## config.mk

```make
export PLATFORM = sky130hd
export DESIGN_NAME = hybrid_slot_sequencer_core
export DESIGN_NICKNAME = d
export VERILOG_FILES = /design/src/rtl/hss_pkg.sv /design/src/rtl/hss_ram.sv /design/src/rtl/hybrid_slot_sequencer_core.sv
export SDC_FILE = /design/constraint.sdc
export NUM_CORES = 1
export LEC_CHECK = 0
export BUFFER_PORTS_ARGS = -buffer_cell sky130_fd_sc_hd__buf_2
export CAP_MARGIN = 20
export CORE_MARGIN = 3
export CORE_UTILIZATION = 33
export DETAILED_ROUTE_END_ITERATION = 10
export PLACE_DENSITY_LB_ADDON = 0.25
export SYNTH_ARGS = -nofsm -noshare
export SYNTH_HDL_FRONTEND = slang
export SYNTH_HIERARCHICAL = 1
export SYNTH_SLANG_ARGS = --single-unit
export TNS_END_PERCENT = 1
```

## constraint.sdc

```tcl
create_clock -name clk -period 10.1 [get_ports clk]
set_clock_uncertainty 0.15 [all_clocks]
set_input_delay 1.515 -clock clk [delete_from_list [all_inputs] [get_ports clk]]
set_output_delay 1.515 -clock clk [all_outputs]
set_load 0.02 [all_outputs]
```

## src/rtl/hss_pkg.sv

```systemverilog
`default_nettype none

package hss_pkg;

  localparam int HSS_NUM_SLOTS     = 9;
  localparam int HSS_LENGTH_FACTOR = 5;

  localparam int SLOT_W  = 4;
  localparam int BURST_W = 16;
  localparam int IDX_W   = 19;
  localparam int ACT_W   = 2;
  localparam int MAXIT_W = 16;
  localparam int DATA_W  = 32;
  localparam int ADDR_W  = 4;

  // Action codes of an input word.
  localparam logic [ACT_W-1:0] ACT_WRITE   = 2'd0;
  localparam logic [ACT_W-1:0] ACT_RESTART = 2'd1;
  localparam logic [ACT_W-1:0] ACT_STEP    = 2'd2;

  // Register indexes on the configuration port.
  localparam logic [1:0] REG_HYBRID_ENABLE  = 2'd0;
  localparam logic [1:0] REG_WRAP_POINT     = 2'd1;
  localparam logic [1:0] REG_MAX_ITERATIONS = 2'd2;

  localparam logic [SLOT_W-1:0]  WRAP_POINT_RST = 4'd1;
  localparam logic [MAXIT_W-1:0] MAX_ITER_RST   = 16'd250;

  typedef struct packed {
    logic               en;
    logic [BURST_W-1:0] burst;
    logic [IDX_W-1:0]   start_iter;
    logic [IDX_W-1:0]   stop_iter;
  } slot_entry_t;

  typedef enum logic [0:0] {
    ST_IDLE,
    ST_SCAN
  } seq_state_t;

endpackage

`default_nettype wire

```

## src/rtl/hss_ram.sv

```systemverilog
`default_nettype none

module hss_ram #(
  parameter int WIDTH = 8,
  parameter int DEPTH = 16
) (
  input  wire logic                     clk,
  input  wire logic                     we,
  input  wire logic [$clog2(DEPTH)-1:0] waddr,
  input  wire logic [WIDTH-1:0]         wdata,
  input  wire logic [$clog2(DEPTH)-1:0] raddr,
  output logic      [WIDTH-1:0]         rdata
);

  logic [WIDTH-1:0] mem_r [DEPTH];

  always_ff @(posedge clk) begin
    if (we) begin
      mem_r[waddr] <= wdata;
    end
    rdata <= mem_r[raddr];
  end

endmodule

`default_nettype wire

```

## src/rtl/hybrid_slot_sequencer_core.sv

```systemverilog
// Channel   | Handshake               | Ports
// ----------+-------------------------+-------------------------------------------------
// input     | start & !busy           | in_action, in_slot, in_slot_enable,
//           |                         | in_burst_count, in_start_iter, in_stop_iter
// result    | out_valid, one cycle    | out_slot_no, out_highest_slot, out_iter_index
// config    | psel & penable & pwrite | paddr, pwdata, prdata, pready (always high)
//
// Write and restart words give no result. A step outside the
// sequence gives its result in the cycle after it is accepted and leaves busy low.
// A step inside the sequence keeps busy high while it scans the slot table, which has a
// registered read and is read once per slot visited; skipped slots lengthen the scan.
// Synchronous active-low reset; slot table entries read as zero until written.
// Results cannot be stalled by the receiver.
`default_nettype none

module hybrid_slot_sequencer_core
  import hss_pkg::*;
#(
  parameter int NUM_SLOTS     = HSS_NUM_SLOTS,
  parameter int LENGTH_FACTOR = HSS_LENGTH_FACTOR
) (
  input  wire logic               clk,
  input  wire logic               rst_n,
  input  wire logic               start,
  output logic                    busy,
  input  wire logic [ACT_W-1:0]   in_action,
  input  wire logic [SLOT_W-1:0]  in_slot,
  input  wire logic               in_slot_enable,
  input  wire logic [BURST_W-1:0] in_burst_count,
  input  wire logic [IDX_W-1:0]   in_start_iter,
  input  wire logic [IDX_W-1:0]   in_stop_iter,
  output logic                    out_valid,
  output logic [SLOT_W-1:0]       out_slot_no,
  output logic [SLOT_W-1:0]       out_highest_slot,
  output logic [IDX_W-1:0]        out_iter_index,
  input  wire logic               psel,
  input  wire logic               penable,
  input  wire logic               pwrite,
  input  wire logic [ADDR_W-1:0]  paddr,
  input  wire logic [DATA_W-1:0]  pwdata,
  output logic [DATA_W-1:0]       prdata,
  output logic                    pready
);

  localparam int PTR_W = $clog2(NUM_SLOTS);
  localparam int TRY_W = $clog2(NUM_SLOTS + 1);
  localparam int CMP_W = IDX_W + 1;
  localparam int RF_W  = SLOT_W + 1;

  // Configuration registers.
  logic               hybrid_r;
  logic [SLOT_W-1:0]  repeat_r;
  logic [MAXIT_W-1:0] maxit_r;

  logic cfg_wr;
  assign pready = 1'b1;
  assign cfg_wr = psel & penable & pwrite & pready;

  always_ff @(posedge clk) begin
    if (!rst_n) begin
      hybrid_r <= 1'b0;
      repeat_r <= WRAP_POINT_RST;
      maxit_r  <= MAX_ITER_RST;
    end else if (cfg_wr) begin
      unique case (paddr[3:2])
        REG_HYBRID_ENABLE:  hybrid_r <= pwdata[0];
        REG_WRAP_POINT:     repeat_r <= pwdata[SLOT_W-1:0];
        REG_MAX_ITERATIONS: maxit_r  <= pwdata[MAXIT_W-1:0];
        default: ;
      endcase
    end
  end

  always_comb begin
    unique case (paddr[3:2])
      REG_HYBRID_ENABLE:  prdata = DATA_W'(hybrid_r);
      REG_WRAP_POINT:     prdata = DATA_W'(repeat_r);
      REG_MAX_ITERATIONS: prdata = DATA_W'(maxit_r);
      default:            prdata = '0;
    endcase
  end

  // Sequencer state.
  seq_state_t         state_r, state_nxt;
  logic [PTR_W-1:0]   ptr_r, ptr_nxt;
  logic [PTR_W-1:0]   scan_r, scan_nxt;
  logic [TRY_W-1:0]   tries_r, tries_nxt;
  logic [BURST_W-1:0] cnt_r, cnt_nxt;
  logic [IDX_W-1:0]   idx_r, idx_nxt;
  logic [PTR_W-1:0]   max_r, max_nxt;
  logic [NUM_SLOTS-1:0] valid_r, valid_nxt;

  logic               ov_r, ov_nxt;
  logic [SLOT_W-1:0]  oslot_r, oslot_nxt;
  logic [SLOT_W-1:0]  ohigh_r, ohigh_nxt;
  logic [IDX_W-1:0]   oidx_r, oidx_nxt;

  // Slot table memory.
  logic               ram_we;
  logic [PTR_W-1:0]   ram_waddr, ram_raddr;
  slot_entry_t        ram_wdata, ram_rdata, entry;

  hss_ram #(
    .WIDTH ($bits(slot_entry_t)),
    .DEPTH (NUM_SLOTS)
  ) u_table (
    .clk   (clk),
    .we    (ram_we),
    .waddr (ram_waddr),
    .wdata (ram_wdata),
    .raddr (ram_raddr),
    .rdata (ram_rdata)
  );

  // Wrap target: the one-based wrap point clamped to 1..NUM_SLOTS, made zero-based.
  logic [RF_W-1:0]  rf_clamped;
  logic [PTR_W-1:0] wrap_slot;
  always_comb begin
    rf_clamped = RF_W'(repeat_r);
    if (rf_clamped == '0) begin
      rf_clamped = RF_W'(1);
    end
    if (rf_clamped > RF_W'(NUM_SLOTS)) begin
      rf_clamped = RF_W'(NUM_SLOTS);
    end
    wrap_slot = PTR_W'(rf_clamped - RF_W'(1));
  end

  logic [PTR_W-1:0] scan_next;
  assign scan_next = (scan_r == PTR_W'(NUM_SLOTS - 1)) ? wrap_slot : scan_r + 1'b1;

  logic [PTR_W-1:0] scan_next2;

  logic [CMP_W-1:0] seq_len;
  assign seq_len = CMP_W'(maxit_r) * CMP_W'(LENGTH_FACTOR);

  logic accept, in_range, active, usable, skip;
  assign accept   = start & ~busy;
  assign in_range = ({1'b0, in_slot} < RF_W'(NUM_SLOTS));
  assign active   = hybrid_r & (CMP_W'(idx_r) < seq_len);

  // An entry never written reads as the cleared value.
  assign entry  = valid_r[scan_r] ? ram_rdata : '0;
  assign usable = entry.en & (idx_r >= entry.start_iter) & (idx_r <= entry.stop_iter);
  assign skip   = ~usable & (tries_r < TRY_W'(NUM_SLOTS));

  assign ram_we          = accept & (in_action == ACT_WRITE) & in_range;
  assign ram_waddr       = in_slot[PTR_W-1:0];
  assign ram_wdata.en         = in_slot_enable;
  assign ram_wdata.burst      = in_burst_count;
  assign ram_wdata.start_iter = in_start_iter;
  assign ram_wdata.stop_iter  = in_stop_iter;
  assign ram_raddr       = (state_r == ST_IDLE) ? ptr_r : scan_next;

  always_comb begin
    state_nxt = state_r;
    ptr_nxt   = ptr_r;
    scan_nxt  = scan_r;
    tries_nxt = tries_r;
    cnt_nxt   = cnt_r;
    idx_nxt   = idx_r;
    max_nxt   = max_r;
    valid_nxt = valid_r;
    ov_nxt    = 1'b0;
    oslot_nxt = oslot_r;
    ohigh_nxt = ohigh_r;
    oidx_nxt  = oidx_r;
    scan_next2 = scan_next;

    unique case (state_r)
      ST_IDLE: begin
        if (accept) begin
          case (in_action)
            ACT_WRITE: begin
              if (in_range) begin
                valid_nxt[in_slot[PTR_W-1:0]] = 1'b1;
              end
            end
            ACT_RESTART: begin
              ptr_nxt = '0;
              cnt_nxt = '0;
              idx_nxt = '0;
              max_nxt = '0;
            end
            ACT_STEP: begin
              if (active) begin
                if (cnt_r != '1) begin
                  cnt_nxt = cnt_r + 1'b1;
                end
                scan_nxt  = ptr_r;
                tries_nxt = '0;
                state_nxt = ST_SCAN;
              end else begin
                ov_nxt    = 1'b1;
                oslot_nxt = '0;
                ohigh_nxt = SLOT_W'(max_r);
                oidx_nxt  = idx_r;
                if (idx_r != '1) begin
                  idx_nxt = idx_r + 1'b1;
                end
              end
            end
            default: ;
          endcase
        end
      end
      ST_SCAN: begin
        if (skip) begin
          // The read of the next slot is already under way this cycle.
          scan_nxt  = scan_next;
          tries_nxt = tries_r + 1'b1;
        end else begin
          if (entry.en && (scan_r > max_r)) begin
            max_nxt = scan_r;
          end
          if (cnt_r >= entry.burst) begin
            cnt_nxt = '0;
            ptr_nxt = scan_next2;
          end else begin
            ptr_nxt = scan_r;
          end
          ov_nxt    = 1'b1;
          oslot_nxt = SLOT_W'(scan_r);
          ohigh_nxt = SLOT_W'(max_nxt);
          oidx_nxt  = idx_r;
          if (idx_r != '1) begin
            idx_nxt = idx_r + 1'b1;
          end
          state_nxt = ST_IDLE;
        end
      end
      default: state_nxt = ST_IDLE;
    endcase
  end

  always_ff @(posedge clk) begin
    if (!rst_n) begin
      state_r <= ST_IDLE;
      ptr_r   <= '0;
      scan_r  <= '0;
      tries_r <= '0;
      cnt_r   <= '0;
      idx_r   <= '0;
      max_r   <= '0;
      valid_r <= '0;
      ov_r    <= 1'b0;
    end else begin
      state_r <= state_nxt;
      ptr_r   <= ptr_nxt;
      scan_r  <= scan_nxt;
      tries_r <= tries_nxt;
      cnt_r   <= cnt_nxt;
      idx_r   <= idx_nxt;
      max_r   <= max_nxt;
      valid_r <= valid_nxt;
      ov_r    <= ov_nxt;
    end
  end

  always_ff @(posedge clk) begin
    oslot_r <= oslot_nxt;
    ohigh_r <= ohigh_nxt;
    oidx_r  <= oidx_nxt;
  end

  assign busy             = (state_r != ST_IDLE);
  assign out_valid        = ov_r;
  assign out_slot_no      = oslot_r;
  assign out_highest_slot = ohigh_r;
  assign out_iter_index   = oidx_r;

endmodule

`default_nettype wire
```

Yosys cells after proc, flatten, opt, wreduce, memory -nomap -nowiden
Memories as Yosys holds them, arrays and structs flattened. A register that Yosys moved wholly into a read port is not among the register bits.
Cells that the tools add are included.
{"block": "classes", "addsub": 5, "mul": 1, "reduce_logical": 14, "eq_ne": 19, "muxes": 67, "bitwise": 12, "magnitude_cmp": 11}
{"op": "$mux 19", "count": 8}
{"op": "$pmux 19 s2", "count": 3}
{"op": "$mux 4", "count": 25}
{"op": "$mux 16", "count": 5}
{"op": "$pmux 16 s2", "count": 2}
{"op": "$mux 55", "count": 1}
{"op": "$pmux 16 s3", "count": 1}
{"op": "$pmux 4 s2", "count": 6}
{"op": "$add 19x1->19 const B", "count": 1}
{"op": "$ge 19x19->1", "count": 1}
{"op": "$le 19x19->1", "count": 1}
{"op": "$lt 19x19->1", "count": 1}
{"op": "$mul 16x3->19 const B", "count": 1}
{"op": "$ne 19x19->1 const B", "count": 1}
{"op": "$add 16x1->16 const B", "count": 1}
{"op": "$ge 16x16->1", "count": 1}
{"op": "$ne 16x16->1 const B", "count": 1}
{"op": "$reduce_and 4->1", "count": 4}
{"op": "$mux 1", "count": 12}
{"op": "$lt 4x5->1 const B", "count": 2}
{"op": "$and 1x1->1", "count": 9}
{"op": "$ne 3x3->1 const B", "count": 3}
{"op": "$or 9x9->9", "count": 1}
{"op": "$add 4x1->4 const B", "count": 2}
{"op": "21 further kinds", "count": 36}
{"block": "totals", "input_bits": 103, "ram_bits": 495, "ff_bits": 110, "elab_cells": 145, "n_memories": 1}
{"memory": "u_table.mem_r", "words": 9, "word_bits": 55, "rd": 1, "rd_ports_with_merged_regs": 1, "write_ports": 1, "line_no": "hss_ram.sv:15", "source": "logic [WIDTH-1:0] mem_r [DEPTH];"}

Longest topological paths before layout
{"block": "logic_depth", "word_depth": 10, "ltp_mapped": 22}

Cells and area by module
The synthesis kept the hierarchy.
{"mod": "hss_ram", "cells_per_inst": 1068, "instances": 1, "area_per_inst_um2": 20557.2}
{"mod": "hybrid_slot_sequencer_core", "cells_per_inst": 915, "instances": 1, "area_per_inst_um2": 7792.5}

Least setup slack after synthesis
Ideal clock, no wire load.
{"block": "synth_timing", "kind": "input to register", "from": "input port in_slot[0]", "to": "memory u_table/mem_r[8][0] in the netlist's numbering, enable pin", "setup_slack_ps": 2080, "path_stages": 5, "setup_ps": 610, "path_buffers": 0, "required_ps": 9340, "arrival_time_ps": 7261, "cell_sequence": "nor3_1 nor2b_1 nor2_1 nand2_1 nor4_1"}
{"block": "synth_via", "elab_chain_cells": 4}
{"item": "start: declaration", "line_no": "hybrid_slot_sequencer_core.sv:27", "source": "input wire logic [SLOT_W-1:0] in_slot,"}
{"item": "$lt 4x4->1", "line_no": "hybrid_slot_sequencer_core.sv:139", "source": "assign in_range = ({1'b0, in_slot} < RF_W'(NUM_SLOTS));"}
{"item": "$and 1x1->1", "line_no": "hybrid_slot_sequencer_core.sv:147", "source": "assign ram_we = accept & (in_action == ACT_WRITE) & in_range;"}
{"item": "net ram_we", "line_no": "hybrid_slot_sequencer_core.sv:99", "source": "logic ram_we;"}
{"item": "$mux 1", "line_no": "hss_ram.sv:18", "source": "if (we) begin"}
{"item": "$mux 1 (not written as such)", "line_no": "hss_ram.sv:19", "source": "mem_r[waddr] <= wdata;"}
{"item": "end: declaration", "line_no": "hss_ram.sv:15"}
The timed path passes the listed nets, and every way through them passes these cells.

Final worst setup path
{"block": "layout_timing", "from": "register maxit_r[3]", "to": "register scan_r[3]"}
{"block": "layout_via", "elab_chain_cells": 5}
{"item": "start: declaration", "line_no": "hybrid_slot_sequencer_core.sv:53", "source": "logic [MAXIT_W-1:0] maxit_r;"}
{"item": "start signal: assignment", "line_no": "hybrid_slot_sequencer_core.sv:68", "source": "REG_MAX_ITERATIONS: maxit_r <= pwdata[MAXIT_W-1:0];"}
{"item": "$mul 16x3->19", "line_no": "hybrid_slot_sequencer_core.sv:135", "source": "assign seq_len = CMP_W'(maxit_r) * CMP_W'(LENGTH_FACTOR);"}
{"item": "$lt 19x19->1", "line_no": "hybrid_slot_sequencer_core.sv:140", "source": "assign active = hybrid_r & (CMP_W'(idx_r) < seq_len);"}
{"item": "$and 1x1->1", "line_no": "hybrid_slot_sequencer_core.sv:140"}
{"item": "$ne 2x2->1 (no source line)"}
{"item": "$reduce_and 4->1 (no source line)"}
{"item": "end signal: assignment", "line_no": "hybrid_slot_sequencer_core.sv:250", "source": "scan_r <= scan_nxt;"}
{"item": "end: declaration", "line_no": "hybrid_slot_sequencer_core.sv:86", "source": "logic [PTR_W-1:0] scan_r, scan_nxt;"}
No other way between the ends.
A chain may end at the register's enable or synchronous reset.

==> reports/metrics.cfg <==
[timing]
final-max-slew-violation-count=0
period_needed_ns=5.55
worst-slew-pin-transition_ns=1.15
timing.fmax_mhz=180
timing.setup.tns_ns=0
slew-limit-headroom=0.233
layout_worst_path_cycle_share=0.550
rsz0062_at_grt=false
setup_viol=0
finalHoldViolCount=0

[drt]
routed_wl_mm=69.5
remaining_number_of_nets_flagged_by_the_antenna_check_after_routing=0
vias_per_cell=5.06
detail_route.wl_per_cell_um=21.0
detailroute.via_count=16800
drt_first_pass_iters=5
drt_drc_violations_left=0
detailedRoute.firstIterationViolations=940

[synthesis]
asyncSetResetFlopFracSynth=0
ys.warnings.count=6
synth_seq_cells=660
synth-edff-count=522
netlist_area_um2=28300
syn-mean-instance-area_um2=14.3
postSynth.topFlopCell=edfxtp_1
synth.distinct_cells=74
seq_total_area_yosys=0.650
post_synthesis_instance_total=1983

[grt]
largest_net_degree_at_the_start_of_global_routing=110
vias_in_the_first_global_route=17000
antenna_violations_before_repair=16
grt_remaining_overflow=0
wire_length_of_the_first_global_routing_pass_mm=105
grt_use_total=0.153

[setup_path]
timing.critical_path.to_type=register
critical_path.reg2reg.endpoint=scan_r[3]
path_delay_family=compound AO/OA/AOI/OAI gates
timing.critical_path.arrival_ns=5.87
timing.reg2reg.worst_path_depth=21
timing.critical_path.buf_inv=1
setup_slack_reg_to_reg_ns=4.55
critical_path_depth=21
critical_path.reg2reg.startpoint=maxit_r[3]
critPathCapture=scan_r[3]
startpoint=maxit_r[3]
worst-path-max-fanout=11
req_time_crit_path_ns=10.42
maximum_single_stage_delay_on_the_critical_path_ns=0.93
path_common_cell=ha_1
kind_of_start_point_of_the_critical_path=register
crit_path_cell_trace=ha_1 > ha_1 > fa_1 > a21o_1 > a21oi_1 > o21a_1 > o21ai_0 > a211o_1 > a31o_2 > a21oi_1 > xor2_1 > ha_1 > nand3_1 > nor2_1 > nand2_1 > nor3_1 > a211oi_1 > buf_4 > a32oi_1 > mux2i_1 > nor2_1
worstSetupPathType=reg2reg
timing.critical_path.slowest_stage_cell=a32oi_1

[clocking]
tritoncts=yes
cts.clk_slew.worst_paths_ns=0.06
cts.repair_timing.setup_buffer_count=0
clock_insertion_delay_worst_skew_ns=0.61
cts_buffer_depth=3
holdBufCountCts=0
clock_tree.htree_level_count=3
clkSinkCount=660
tritoncts.num_buffers=72
cts.repair.resized=0
clock-root-buffer=clkbuf_16

[cells_and_area]
layout.cells.most_common_list=522 x edfxtp_1, 200 x nand2_1, 138 x dfxtp_1
final_layout_size_suffix_gt1_frac=0.202
nNetsFinal=2333
layout.core_utilization=0.385
multi_input_area_um2=9270
fillerInstances=7970
final_common_cell=edfxtp_1
areaGrowthSynthToFinish_pct=14.6
seq_area_um2=18400

[placement]
detailed_place_hpwl_mm=40.2
buffer_ports.inserted=129
place_congestion=0.809

[pwr]
irDropWorstVdd_mv=0.106
power.density_cell_area_nw_per_um2=174
power.leakage_uw=0.0111
p_total_uw=5640

[status]
run_status=completed

[floorplanning]
floorplan.rows=106
die_height_um=299
floorplan.die_area_um2=89500
effective_utilization_at_floorplan=0.336
top_level_ports=165
dieWidth_um=299
fp.coreArea_um2=84400

[worst_hold_path]
hold_class=reg2reg

[job]
timing.max_cap.violations=0

==> cell usage after synthesis, types with 6 or more instances <==
master / number / share of area
edfxtp_1: 522 / 0.55
nand2_1: 201 / 0.027
dfxtp_1: 138 / 0.097
mux2i_1: 124 / 0.044
ha_1: 111 / 0.049
mux2_2: 98 / 0.039
a21oi_1: 63 / 0.011
a22o_1: 58 / 0.018
nor2_1: 56 / 0.0074
o22ai_1: 55 / 0.012
o31ai_2: 55 / 0.024
clkbuf_1: 49 / 0.0065
o21ai_0: 47 / 0.0083
nand3_1: 42 / 0.0074
inv_1: 28 / 0.0037
and2_1: 23 / 0.0051
buf_4: 22 / 0.0058
nand4_1: 20 / 0.0044
a21o_1: 19 / 0.0050
mux2_1: 18 / 0.0071
nor3_1: 18 / 0.0032
and3_1: 16 / 0.0035
or3_1: 15 / 0.0033
buf_6: 13 / 0.0052
nor2b_1: 11 / 0.0024
buf_2: 10 / 0.0018
xnor2_1: 10 / 0.0031
xor2_1: 9 / 0.0028
a211oi_1: 8 / 0.0021
a21boi_0: 8 / 0.0021
buf_1: 8 / 0.0011
o211ai_1: 8 / 0.0021
o21a_1: 8 / 0.0021
a31oi_1: 7 / 0.0015
nand2b_1: 7 / 0.0015
nand3b_1: 6 / 0.0016
or4_1: 6 / 0.0016
==> routing by layer <==
layer  wire (µm)  global-route usage  vias to the layer above
met3        4270              0.0322                      123
li1            -                   -                     7872
met5         113                   0                        -
met1       31200               0.204                     8326
met4        1410              0.0440                       16
met2       32500               0.253                      452
==> final cells by class <==
| type | instances | share of cell area |
|---|---|---|
| timing repair buffer | 155 | 0.0273 |
| tap | 1134 | 0.0437 |
| antenna | 4 | 0.000308 |
| multi-input combinational | 1200 | 0.285 |
| sequential | 660 | 0.568 |
| inverter | 29 | 0.00335 |
| clock buffer | 110 | 0.0655 |
| clock inverter | 23 | 0.00674 |
==> how the worst min path moves through the flow <==
stage                                    start  depth (start not counted)  slack (ns)           endpoint
after detailed placement  u_table/mem_r[8][53]                          2        0.29  u_table/rdata[53]
after global routing      u_table/mem_r[8][43]                          2        0.32  u_table/rdata[43]
final                      u_table/mem_r[8][6]                          2        0.30   u_table/rdata[6]
after global placement    u_table/mem_r[8][53]                          2        0.29  u_table/rdata[53]
after CTS                  u_table/mem_r[8][6]                          2        0.30   u_table/rdata[6]
after floorplan           u_table/mem_r[8][53]                          2        0.28  u_table/rdata[53]
==> registers in the layout, summed over array words and instances (netlist names) <==
| name | count |
|---|---|
| out_iter_index | 19 |
| scan_r | 4 |
| out_highest_slot | 4 |
| maxit_r | 16 |
| out_slot_no | 4 |
| cnt_r | 16 |
| max_r | 4 |
| idx_r | 19 |
| hybrid_r | 1 |
| repeat_r | 4 |
| tries_r | 4 |
| ptr_r | 4 |
| busy | 1 |
| valid_r | 9 |
| out_valid | 1 |
| u_table/mem_r | 495 |
| u_table/rdata | 55 |
==> worst register-to-register path, cell delays in order, from the launching register on <==
cell and delay [ns]:
dfxtp_1 0.41, ha_1 0.27, ha_1 0.22, fa_1 0.40, a21o_1 0.18, a21oi_1 0.24, o21a_1 0.18, o21ai_0 0.15
a211o_1 0.36, a31o_2 0.26, a21oi_1 0.18, xor2_1 0.10, ha_1 0.30, nand3_1 0.09, nor2_1 0.11, nand2_1 0.08
nor3_1 0.19, a211oi_1 0.10, buf_4 0.18, a32oi_1 0.94, mux2i_1 0.28, nor2_1 0.05
==> cell families after synthesis <==
group           count (synthesis)  synth area share
buf+inv                       138            0.0287
mux                           240            0.0899
other cells                     2          0.000265
xor+xnor                       19           0.00587
flops                         660             0.650
fa+ha+maj                     112            0.0497
compound gates                378             0.104
simple gates                  434            0.0716
==> power breakdown <==
| part | leakage (µW) | internal (µW) | switching (µW) |
|---|---|---|---|
| logic | 0.00418 | 42.9 | 95.7 |
| registers | 0.00583 | 2940 | 7.51 |
| clock network | 0.00114 | 1510 | 1040 |
==> per-stage QoR <==
stage	setup WS [ns]	cell area (µm²)	cells	hold slack, ns
floorplan	2.08	28400	1998	0.277
global placement	4.59	30100	3176	0.287
detailed placement	4.59	30100	3176	0.292
CTS	4.56	32400	3309	0.301
global route	4.09	32500	3311	0.322
finish	4.55	32500	3315	0.299
No activity file was read; power rests on OpenSTA's default activity.
